$ cat src/rtl/arp_pkg.sv
// arp_pkg: shared types, codes and constants of the arp cache responder
// no dependencies; used by the channel interfaces, the core and its checker
`default_nettype none

package arp_pkg;

   // field widths
   localparam int unsigned IpW   = 32;
   localparam int unsigned MacW  = 48;
   localparam int unsigned TimeW = 48;
   localparam int unsigned CntW  = 32;

   // cache size default
   localparam int unsigned CacheEntriesDefault = 8;

   // register reset values and frame checks
   localparam logic [31:0]     TtlReset     = 32'd120000;
   localparam logic [15:0]     MinFrameLen  = 16'd42;
   localparam logic [15:0]     HwTypeEth    = 16'd1;
   localparam logic [15:0]     ProtoIpv4    = 16'h0800;
   localparam logic [7:0]      HwLenMac     = 8'd6;
   localparam logic [7:0]      ProtoLenIpv4 = 8'd4;
   localparam logic [15:0]     RxOpRequest  = 16'd1;
   localparam logic [MacW-1:0] BcastMac     = '1;

   // actions of an input item
   localparam logic [1:0] ACT_RESOLVE  = 2'd0;
   localparam logic [1:0] ACT_RECEIVE  = 2'd1;
   localparam logic [1:0] ACT_ANNOUNCE = 2'd2;

   // result status codes
   localparam logic [1:0] STATUS_DONE    = 2'd0;
   localparam logic [1:0] STATUS_MISS    = 2'd1;
   localparam logic [1:0] STATUS_SHORT   = 2'd2;
   localparam logic [1:0] STATUS_IGNORED = 2'd3;

   // opcode of an emitted packet
   localparam logic [1:0] EMIT_NONE    = 2'd0;
   localparam logic [1:0] EMIT_REQUEST = 2'd1;
   localparam logic [1:0] EMIT_REPLY   = 2'd2;

   // configuration register indexes
   localparam int unsigned CsrIndexW = 3;
   localparam int unsigned CsrDataW  = 48;
   localparam logic [CsrIndexW-1:0] CSR_OWN_IP   = 3'd0;
   localparam logic [CsrIndexW-1:0] CSR_OWN_MAC  = 3'd1;
   localparam logic [CsrIndexW-1:0] CSR_CONFIG   = 3'd2;
   localparam logic [CsrIndexW-1:0] CSR_LINK     = 3'd3;
   localparam logic [CsrIndexW-1:0] CSR_TTL      = 3'd4;

   typedef struct packed {
      logic [1:0]       action;
      logic [TimeW-1:0] now_ms;
      logic [IpW-1:0]   query_ip;
      logic [15:0]      frame_len;
      logic [15:0]      hw_type;
      logic [15:0]      proto_type;
      logic [7:0]       hw_len;
      logic [7:0]       proto_len;
      logic [15:0]      opcode;
      logic [MacW-1:0]  src_mac;
      logic [IpW-1:0]   src_ip;
      logic [IpW-1:0]   dst_ip;
   } req_payload_type;

   typedef struct packed {
      logic [1:0]      status;
      logic [MacW-1:0] resolved_mac;
      logic            emit;
      logic [1:0]      emit_opcode;
      logic [IpW-1:0]  emit_target_ip;
      logic [MacW-1:0] emit_target_mac;
      logic [MacW-1:0] emit_dest_mac;
      logic [3:0]      live_count;
      logic [CntW-1:0] sent_count;
      logic [CntW-1:0] short_drops;
   } rsp_payload_type;

endpackage

`default_nettype wire

$ cat src/rtl/arp_if.sv
// arp_req_if, arp_rsp_if: valid/ready channels for requests and results
// depends on arp_pkg for the payload types
`default_nettype none

interface arp_req_if;
   import arp_pkg::*;
   logic            valid;
   logic            ready;
   req_payload_type data;
   modport source (output valid, output data, input ready);
   modport sink (input valid, input data, output ready);
endinterface

interface arp_rsp_if;
   import arp_pkg::*;
   logic            valid;
   logic            ready;
   rsp_payload_type data;
   modport source (output valid, output data, input ready);
   modport sink (input valid, input data, output ready);
endinterface

`default_nettype wire

$ cat src/rtl/arp_cache_responder_core.sv
// arp_cache_responder_core: arp cache with ttl, resolver and responder
// depends on arp_pkg and the channel interfaces in arp_if.sv
//
//   channel   dir   handshake         payload
//   req_ch    in    valid/ready       arp_pkg::req_payload_type
//   rsp_ch    out   valid/ready       arp_pkg::rsp_payload_type
//   csr_*     in    csr_we only       csr_index, csr_wdata (48 bits)
//
// an item is registered, worked against the cache, and its result registered:
// it passes the input register and then the result register; one item per cycle
// sustained while results are taken; the cache compare across all entries sets
// the cycle's depth
// reset is synchronous; the cache starts empty, counters at zero, ttl 120000
// a stalled result holds the work stage; the input stalls once that stage is full
`default_nettype none

module arp_cache_responder_core
   #(parameter int unsigned CacheEntries = arp_pkg::CacheEntriesDefault)
   (input  wire logic                          clock,
    input  wire logic                          reset,
    arp_req_if.sink                            req_ch,
    arp_rsp_if.source                          rsp_ch,
    input  wire logic                          csr_we,
    input  wire logic [arp_pkg::CsrIndexW-1:0] csr_index,
    input  wire logic [arp_pkg::CsrDataW-1:0]  csr_wdata);

   import arp_pkg::*;

   localparam int unsigned IdxW  = (CacheEntries > 1) ? $clog2(CacheEntries) : 1;
   localparam int unsigned LiveW = $clog2(CacheEntries + 1);

   // configuration registers
   logic [IpW-1:0]  own_ip_ff;
   logic [MacW-1:0] own_mac_ff;
   logic            configured_ff;
   logic            link_ff;
   logic [31:0]     ttl_ff;

   // cache storage
   logic [CacheEntries-1:0] valid_ff, valid_in;
   logic [IpW-1:0]          ip_ff   [CacheEntries];
   logic [MacW-1:0]         mac_ff  [CacheEntries];
   logic [TimeW-1:0]        time_ff [CacheEntries];
   logic [IdxW-1:0]         victim_ff, victim_in;
   logic [CntW-1:0]         sent_ff, sent_in;
   logic [CntW-1:0]         short_ff, short_in;

   // pipeline registers
   logic            s1_valid_ff;
   req_payload_type s1_ff;
   logic            out_valid_ff;
   rsp_payload_type out_ff, out_in;

   logic advance;

   // per-entry flags
   logic [CacheEntries-1:0] expired, live, hit_vec, match_vec, free_vec, live_after;
   logic                    hit_found, match_found, free_found;
   logic [IdxW-1:0]         match_idx, free_idx, slot;
   logic [MacW-1:0]         hit_mac;
   logic [LiveW-1:0]        live_sum;

   // step decisions
   logic do_learn, want_emit, short_inc, header_ok;

   assign advance      = s1_valid_ff && (!out_valid_ff || rsp_ch.ready);
   assign req_ch.ready = !s1_valid_ff || advance;
   assign rsp_ch.valid = out_valid_ff;
   assign rsp_ch.data  = out_ff;

   // configuration writes
   always_ff @(posedge clock) begin
      if (reset) begin
         own_ip_ff     <= '0;
         own_mac_ff    <= '0;
         configured_ff <= 1'b0;
         link_ff       <= 1'b0;
         ttl_ff        <= TtlReset;
      end else if (csr_we) begin
         unique case (csr_index)
            CSR_OWN_IP:  own_ip_ff     <= csr_wdata[IpW-1:0];
            CSR_OWN_MAC: own_mac_ff    <= csr_wdata[MacW-1:0];
            CSR_CONFIG:  configured_ff <= csr_wdata[0];
            CSR_LINK:    link_ff       <= csr_wdata[0];
            CSR_TTL:     ttl_ff        <= csr_wdata[31:0];
            default: ;
         endcase
      end
   end

   // per-entry age, liveness and address compares
   always_comb begin
      for (int i = 0; i < CacheEntries; i++) begin
         expired[i]   = TimeW'(s1_ff.now_ms - time_ff[i]) > TimeW'(ttl_ff);
         live[i]      = valid_ff[i] && !expired[i];
         hit_vec[i]   = live[i] && (ip_ff[i] == s1_ff.query_ip);
         match_vec[i] = valid_ff[i] && (ip_ff[i] == s1_ff.src_ip);
         free_vec[i]  = !valid_ff[i] || expired[i];
      end
   end

   // lowest-index pick for hit, refresh and free slot
   always_comb begin
      hit_found   = 1'b0;
      hit_mac     = '0;
      match_found = 1'b0;
      match_idx   = '0;
      free_found  = 1'b0;
      free_idx    = '0;
      for (int i = CacheEntries - 1; i >= 0; i--) begin
         if (hit_vec[i]) begin
            hit_found = 1'b1;
            hit_mac   = mac_ff[i];
         end
         if (match_vec[i]) begin
            match_found = 1'b1;
            match_idx   = IdxW'(i);
         end
         if (free_vec[i]) begin
            free_found = 1'b1;
            free_idx   = IdxW'(i);
         end
      end
   end

   // slot to learn into and victim pointer advance
   always_comb begin
      victim_in = victim_ff;
      priority if (match_found) begin
         slot = match_idx;
      end else if (free_found) begin
         slot = free_idx;
      end else begin
         slot = victim_ff;
         if (do_learn) begin
            victim_in = (victim_ff == IdxW'(CacheEntries - 1)) ? '0 : victim_ff + 1'b1;
         end
      end
   end

   assign header_ok = (s1_ff.hw_type == HwTypeEth) && (s1_ff.proto_type == ProtoIpv4) &&
                      (s1_ff.hw_len == HwLenMac) && (s1_ff.proto_len == ProtoLenIpv4);

   // action decode and result fields
   always_comb begin
      out_in              = '0;
      out_in.status       = STATUS_DONE;
      out_in.emit_opcode  = EMIT_NONE;
      want_emit           = 1'b0;
      do_learn            = 1'b0;
      short_inc           = 1'b0;
      unique case (s1_ff.action)
         ACT_RESOLVE: begin
            if (hit_found) begin
               out_in.resolved_mac = hit_mac;
            end else begin
               out_in.status          = STATUS_MISS;
               want_emit              = 1'b1;
               out_in.emit_opcode     = EMIT_REQUEST;
               out_in.emit_target_ip  = s1_ff.query_ip;
               out_in.emit_dest_mac   = BcastMac;
            end
         end
         ACT_RECEIVE: begin
            priority if (s1_ff.frame_len < MinFrameLen) begin
               short_inc     = 1'b1;
               out_in.status = STATUS_SHORT;
            end else if (!header_ok) begin
               out_in.status = STATUS_IGNORED;
            end else if (configured_ff && (s1_ff.dst_ip == own_ip_ff)) begin
               do_learn = 1'b1;
               if (s1_ff.opcode == RxOpRequest) begin
                  want_emit              = 1'b1;
                  out_in.emit_opcode     = EMIT_REPLY;
                  out_in.emit_target_ip  = s1_ff.src_ip;
                  out_in.emit_target_mac = s1_ff.src_mac;
                  out_in.emit_dest_mac   = s1_ff.src_mac;
               end
            end else begin
            end
         end
         ACT_ANNOUNCE: begin
            if (configured_ff) begin
               want_emit             = 1'b1;
               out_in.emit_opcode    = EMIT_REQUEST;
               out_in.emit_target_ip = own_ip_ff;
               out_in.emit_dest_mac  = BcastMac;
            end
         end
         default: ;
      endcase

      // no link: nothing leaves
      if (want_emit && link_ff) begin
         out_in.emit = 1'b1;
      end else begin
         out_in.emit            = 1'b0;
         out_in.emit_opcode     = EMIT_NONE;
         out_in.emit_target_ip  = '0;
         out_in.emit_target_mac = '0;
         out_in.emit_dest_mac   = '0;
      end

      sent_in  = sent_ff + CntW'(out_in.emit);
      short_in = short_ff + CntW'(short_inc);
      out_in.sent_count  = sent_in;
      out_in.short_drops = short_in;
      out_in.live_count  = 4'(live_sum);
   end

   // live entries after the step, counting the learned slot
   always_comb begin
      valid_in = valid_ff;
      if (do_learn) begin
         valid_in[slot] = 1'b1;
      end
      live_sum = '0;
      for (int i = 0; i < CacheEntries; i++) begin
         live_after[i] = live[i] || (do_learn && (slot == IdxW'(i)));
         live_sum      = live_sum + LiveW'(live_after[i]);
      end
   end

   // cache control state
   always_ff @(posedge clock) begin
      if (reset) begin
         valid_ff  <= '0;
         victim_ff <= '0;
         sent_ff   <= '0;
         short_ff  <= '0;
      end else if (advance) begin
         valid_ff  <= valid_in;
         victim_ff <= victim_in;
         sent_ff   <= sent_in;
         short_ff  <= short_in;
      end
   end

   // cache payload write on learn
   always_ff @(posedge clock) begin
      if (advance && do_learn) begin
         ip_ff[slot]   <= s1_ff.src_ip;
         mac_ff[slot]  <= s1_ff.src_mac;
         time_ff[slot] <= s1_ff.now_ms;
      end
   end

   // input register
   always_ff @(posedge clock) begin
      if (reset) begin
         s1_valid_ff <= 1'b0;
      end else if (req_ch.ready) begin
         s1_valid_ff <= req_ch.valid;
      end
   end

   always_ff @(posedge clock) begin
      if (req_ch.valid && req_ch.ready) begin
         s1_ff <= req_ch.data;
      end
   end

   // result register
   always_ff @(posedge clock) begin
      if (reset) begin
         out_valid_ff <= 1'b0;
      end else if (advance) begin
         out_valid_ff <= 1'b1;
      end else if (rsp_ch.ready) begin
         out_valid_ff <= 1'b0;
      end
   end

   always_ff @(posedge clock) begin
      if (advance) begin
         out_ff <= out_in;
      end
   end

endmodule

`default_nettype wire

$ cat src/flat_wrapper.sv
// flat-port wrapper written by rule: the top's interface ports become plain ports
module arp_cache_responder_core_flat import arp_pkg::*;
#(parameter int unsigned CacheEntries = arp_pkg::CacheEntriesDefault)
  (clock, reset, csr_we, csr_index, csr_wdata, req_ch_valid, req_ch_data, req_ch_ready, rsp_ch_valid, rsp_ch_data, rsp_ch_ready);
  arp_req_if req_ch_i ();
  arp_rsp_if rsp_ch_i ();
  input  wire logic clock;
  input  wire logic reset;
  input  wire logic csr_we;
  input  wire logic [arp_pkg::CsrIndexW-1:0] csr_index;
  input  wire logic [arp_pkg::CsrDataW-1:0] csr_wdata;
  input wire logic [$bits(req_ch_i.valid)-1:0] req_ch_valid;
  input wire logic [$bits(req_ch_i.data)-1:0] req_ch_data;
  output wire logic [$bits(req_ch_i.ready)-1:0] req_ch_ready;
  output wire logic [$bits(rsp_ch_i.valid)-1:0] rsp_ch_valid;
  output wire logic [$bits(rsp_ch_i.data)-1:0] rsp_ch_data;
  input wire logic [$bits(rsp_ch_i.ready)-1:0] rsp_ch_ready;
  assign req_ch_i.valid = req_ch_valid;
  assign req_ch_i.data = req_ch_data;
  assign req_ch_ready = req_ch_i.ready;
  assign rsp_ch_valid = rsp_ch_i.valid;
  assign rsp_ch_data = rsp_ch_i.data;
  assign rsp_ch_i.ready = rsp_ch_ready;
  arp_cache_responder_core #(.CacheEntries(CacheEntries)) u_core (.clock(clock), .reset(reset), .req_ch(req_ch_i), .rsp_ch(rsp_ch_i), .csr_we(csr_we), .csr_index(csr_index), .csr_wdata(csr_wdata));
endmodule
$ cat config.mk
export PLATFORM = sky130hd
export DESIGN_NAME = arp_cache_responder_core_flat
export DESIGN_NICKNAME = d
export VERILOG_FILES = /design/src/rtl/arp_pkg.sv /design/src/rtl/arp_if.sv /design/src/rtl/arp_cache_responder_core.sv /design/src/flat_wrapper.sv
export SDC_FILE = /design/constraint.sdc
export NUM_CORES = 2
export LEC_CHECK = 0
export BUFFER_PORTS_ARGS = -buffer_cell sky130_fd_sc_hd__buf_2
export CORE_MARGIN = 5
export CORE_UTILIZATION = 50
export DETAILED_ROUTE_END_ITERATION = 8
export GPL_ROUTABILITY_DRIVEN = 0
export HOLD_SLACK_MARGIN = 0.08
export PLACE_DENSITY = 0.76
export SYNTH_ARGS = -nofsm -noshare
export SYNTH_HDL_FRONTEND = slang
export SYNTH_SLANG_ARGS = --single-unit
$ cat constraint.sdc
create_clock -name clock -period 45.3 [get_ports clock]
set_input_delay 4.53 -clock clock [delete_from_list [all_inputs] [get_ports clock]]
set_output_delay 4.53 -clock clock [all_outputs]
set_load 0.05 [all_outputs]
Word level (Yosys, flattened, before mapping)
Memories as Yosys holds them, arrays and structs flattened. Index checks and enable logic that the tools add are counted.

$mul: 0. Add/sub/neg operators: 18. Muxes and demuxes: 85. $lt $le $gt $ge: 11. Divide/modulo/power cells: 0. Reductions and logical operators: 89. Eq/ne operators: 35. Bitwise logic cells: 8. Shift operators: 0.

Operators by type and width (count): 32-bit equality test (17); 130-bit 2-to-1 mux (4); 48-bit 2-to-1 mux (10); 48-bit by 32-bit greater-than comparator with 1-bit output (8); 48-bit subtractor (8); 48-bit case mux with 3 select lines (1); 34-bit case mux with 3 select lines (1); 33-bit 2-to-1 mux (2); 32-bit by 1-bit adder with 32-bit output (2); 3-bit 2-to-1 mux (19); 1-bit 2-to-1 mux (43); 1-bit logical AND (41); 16-bit by 1-bit equality test with 1-bit output, second input constant (2); 4-bit by 1-bit adder with 4-bit output (6); 3-bit equality test, second input constant (6); 1-bit logical NOT (18); 1-bit logical OR (18); 16-bit by 12-bit equality test with 1-bit output, second input constant (1); 8-bit by 3-bit equality test with 1-bit output, second input constant (2); 16-bit by 6-bit less-than comparator with 1-bit output, second input constant (1); 3-bit by 2-bit equality test with 1-bit output, second input constant (4); 2-bit AND reduction (6); 8-bit bitwise OR (1); 1-bit inverter (7); 16 further kinds (18).

Memories: 3. Output and inout bits: 251. Bits in read-only memories: 0. Latch bits: 0. Bits in writable memories: 1024. Flip-flop bits (word level): 666.

Memories: u_core.mac_ff (words 8, bits a word 48, read ports 8, clocked after memory_dff 0, write ports 1, line arp_cache_responder_core.sv:42) `logic [MacW-1:0] mac_ff [CacheEntries];`; u_core.time_ff (words 8, bits a word 48, read ports 8, clocked after memory_dff 0, write ports 1, line arp_cache_responder_core.sv:43) `logic [TimeW-1:0] time_ff [CacheEntries];`; u_core.ip_ff (words 8, bits a word 32, read ports 8, clocked after memory_dff 0, write ports 1, line arp_cache_responder_core.sv:41) `logic [IpW-1:0] ip_ff [CacheEntries];`.

Depth between registers and ports, before layout
An unclocked memory read counts as a cell.

Depth after elaboration: 24. Gate-level depth with buffers: 44. Mapped depth without buffers: 43.

Worst setup path after synthesis
No wires, ideal clock.

Path type: register to register. Start: reg u_core.s1_ff[225] in the netlist's numbering. End: mem u_core.ip_ff[7][0] (enable). Setup slack: 29.059 ns. Required time: 44.501 ns. Library setup time: 0.799 ns. Cell stages (with the launch flop): 28. Data arrival time: 15.443 ns. Path through: edfxtp_1 -> ha_1 -> nand2b_1 -> a21oi_1 -> or2_2 -> o21ai_0 -> nand2_1 -> a21o_1 -> a21o_1 -> and2_1 -> o21a_1 -> nor2_1 -> xnor2_1 -> ha_1 -> a21o_1 -> a21o_1 -> a221o_1 -> a31oi_1 -> nor3b_1 -> a2111oi_2 -> nand3b_1 -> or4_1 -> or4b_4 -> a311o_1 -> nand2_1 -> and3_1 -> buf_2 -> nor3b_1.

Longest elaborated chain between the ends: 13. Elaborated cells on any way between the ends: 42. Classes of those cells: 8 x add/sub; 8 x order compare; 18 x mux; 8 x reduce/logical.

RTL lines: start, declared (line arp_cache_responder_core.sv:50) `req_payload_type s1_ff;`; start signal, assigned (line arp_cache_responder_core.sv:259) `s1_ff <= req_ch.data;`; 48-bit subtractor (line arp_cache_responder_core.sv:94) `expired[i] = TimeW'(s1_ff.now_ms - time_ff[i]) > TimeW'(ttl_ff);`; 48-bit by 32-bit greater-than comparator with 1-bit output (line arp_cache_responder_core.sv:94); 1-bit logical OR (line arp_cache_responder_core.sv:98) `free_vec[i] = !valid_ff[i] || expired[i];`; 3-bit 2-to-1 mux or 1-bit 2-to-1 mux (tied branches) (8 in a row) (line arp_cache_responder_core.sv:119) `if (free_vec[i]) begin`; 3-bit 2-to-1 mux * (line arp_cache_responder_core.sv:131) `end else if (free_found) begin`; 3-bit 2-to-1 mux * (line arp_cache_responder_core.sv:129) `priority if (match_found) begin`; end, declared (line arp_cache_responder_core.sv:41).

Every way passes the cells marked *; elsewhere a longest branch is shown, timed or not.

==> results.toml <==
[run_status]
status = "finished with violations"
violations = "DRC"

[clock_network]
cts_tree = "yes"
clkTransAtPathRegs_ps = 60
cts-root-buf = "clkbuf_16"
cts_setup_buffers = 0
cts.sinks = 1689
insertion_delay_ps = 880
hold_buffers = 0
post_cts_resized = 0
cts_max_path_buffers = 3
cts_max_level = 4
cts-buffers-inserted = 181

[synthesis]
yosysWarnings = 0
synth-seq-area-share_pct = 50.5
ys_types = 101
async_flop_share_pct = 0
netlist_area_um2 = 97700
syn_nets = 10200
synth_edf_count = 1546
synth_ff_type = "edfxtp_1"
syn_avg_cell_area_um2 = 10.6
syn_inst = 9220
synth-seq-cells = 1689

[detailed_routing]
vias = 80600
drt_iter0_markers = 11500
drt_wl_total_mm = 327
wl_per_cell_um = 26.2
via_per_inst = 6.47
postRouteAntennaNets = 0
post-route-drc-count = 17
dr.pass1.iters = 9

[timing]
finalSetupViolCount = 0
fin_tns_setup_ps = 0
period_share_pct = 28.4
hold_violations = 0
max_freq_mhz = 77.8
fin_ws_ps = 32450
fin_worst_skew_ps = 107
max_slew_margin_pct = 16.0
post-route-min-period_ps = 12850
maxSlewViolCount = 0
rsz0062_at_grt = "false"
tightest_slew_ps = 1260

[critical_path]
cp-end-kind = "flip-flop"
r2r_end = "u_core.rsp_ch.data[62]$_DFFE_PP_"
worstRegToRegCells = 46
crit_path_start_kind = "flip-flop"
path_max_fanout = 50
crit_slowest_cell = "edfxtp_1"
ff2ff_setup_slack_ps = 32450
criticalPathCategory = "flip-flop to flip-flop"
cpMostUsedCell = "nor2_1"
arrival_ps = 13430
slowest_delay_ps = 680
critical_path_required_ps = 45880
r2r-start = "u_core.s1_ff[224]$_DFFE_PP_"

[die]
die_h_um = 452
num_io_pins = 581
die_w_um = 452
start_util_pct = 50.2
die_area_um2 = 204000
rows = 162
core_um2 = 195000

[worst_hold_path]
hold_path_end = "u_core.ttl_ff[4]$_SDFFE_PP0P_"
min-delay-start = "u_core.ttl_ff[4]$_SDFFE_PP0P_"
hp-class = "flip-flop to flip-flop"
hold_depth = 2

[final_layout]
area_growth_syn_to_layout_pct = 12.7
drive_above_1_share_pct = 11.6
layout_common_cells = "edfxtp_1 (1,546), nand2_1 (780), a21oi_1 (774)"
final_common_cell = "edfxtp_1"
final_nets = 10700

[grt]
grt_max_degree = 175
grtUsageTotal_pct = 30.5
grt_pass1_wl_mm = 474
antenna_found_initial = 42
overflow = 0
grt_pass1_vias = 77200

[placement]
post-dp-hpwl_mm = 218
place_ws_ps = 32800
portBuffers = 563

[flow_run]
maxCapViolations = 0

[power_and_ir_drop]
p_leak_nw = 41.2
vdd_drop_max_mv = 0.0382
power_density_nw_per_um2 = 34.2
flip-flops by register name (all words and copies together) (netlist names):
signal / cells
u_core.own_ip_ff: 32
u_core.s1_valid_ff: 1
u_core.time_ff: 384
u_core.mac_ff: 384
u_core.rsp_ch.valid: 1
u_core.ttl_ff: 32
u_core.victim_ff: 3
u_core.s1_ff: 273
u_core.ip_ff: 256
u_core.sent_ff: 32
u_core.rsp_ch.data: 249
u_core.configured_ff: 1
u_core.valid_ff: 8
u_core.link_ff: 1
u_core.short_ff: 32
cells by family (layout without fill, tap and decap cells):
| kind of cell | Yosys count | after routing | share of synthesized area (%) |
|---|---|---|---|
| adder cells (fa/ha/maj) | 653 | 653 | 8.46 |
| buffers and inverters | 952 | 1629 | 3.69 |
| multiplexers | 29 | 29 | 0.302 |
| AO/OA/AOI/OAI | 2191 | 2191 | 14.4 |
| AND/OR/NAND/NOR | 2751 | 2751 | 14.1 |
| flip-flops | 1689 | 1689 | 50.5 |
| XOR/XNOR | 955 | 955 | 8.56 |
| other | 0 | 29 | 0 |
worst max-delay path by stage:
stage,from,cells past startpoint,to
after floorplan,u_core.s1_ff[225]$_DFFE_PP_,27,u_core.ip_ff[7][0]$_DFFE_PP_
after global placement,u_core.s1_ff[224]$_DFFE_PP_,46,u_core.rsp_ch.data[62]$_DFFE_PP_
after detailed placement,u_core.s1_ff[224]$_DFFE_PP_,46,u_core.rsp_ch.data[62]$_DFFE_PP_
after CTS,u_core.s1_ff[224]$_DFFE_PP_,46,u_core.rsp_ch.data[62]$_DFFE_PP_
after global routing,u_core.s1_ff[224]$_DFFE_PP_,46,u_core.rsp_ch.data[62]$_DFFE_PP_
final,u_core.s1_ff[224]$_DFFE_PP_,46,u_core.rsp_ch.data[62]$_DFFE_PP_
metal layers:
metal	up-vias	part of all wire, %	track usage [%]
met5	-	0.016	0
met3	1354	12	7.75
met4	10	8.6	21.6
met2	5602	43	46.9
met1	38200	36	37.7
li1	35400	-	-
metrics by stage:
step	cell area, um2	utilization, %	hold WS (ps)	total power [mW]	instances
after floorplan	97700	-	436	2.08	9220
after detailed placement	104000	53.3	447	2.23	12100
after global routing	110000	56.6	465	3.88	12500
final	110000	56.6	457	3.76	12500
after global placement	104000	53.3	444	2.21	12100
after CTS	110000	56.5	455	3.77	12400
power by group:
part / internal (mW) / switching (mW)
Combinational: 0.149 / 0.312
Clock: 0.893 / 0.658
Sequential: 1.73 / 0.0231
synth_stat cells (143+ instances only):
| library cell | n | area share (%) |
|---|---|---|
| edfxtp_1 | 1546 | 48 |
| nand2_1 | 781 | 3.0 |
| a21oi_1 | 774 | 4.0 |
| ha_1 | 641 | 8.2 |
| nor2_1 | 569 | 2.2 |
| xor2_1 | 569 | 5.1 |
| inv_1 | 548 | 2.1 |
| o21ai_0 | 418 | 2.1 |
| xnor2_1 | 386 | 3.5 |
| clkbuf_1 | 374 | 1.4 |
| nand4_1 | 325 | 2.1 |
| nand3_1 | 197 | 1.0 |
| nor4_1 | 188 | 1.2 |
| dfxtp_1 | 143 | 2.9 |
area by class of cell:
| type | count | area, um2 |
|---|---|---|
| fillers | 15900 | 84500 |
| multi-input cells | 6579 | 45000 |
| clock inverters | 123 | 1560 |
| diodes | 29 | 72.6 |
| flip-flops and latches | 1689 | 49300 |
| inverters | 550 | 2070 |
| clock buffers | 216 | 4720 |
| repair buffers | 740 | 4170 |
| well taps | 2542 | 3180 |
critical path: cells and delay by family, from the launching register on:
kind            cells  cell delay [ps]
fa+ha+maj           5             1520
simple gates       25             5770
xor+xnor            2              300
flops               1              680
compound gates      8             1970
buf+inv             6             2290
Power figures use the tool's default switching activity.
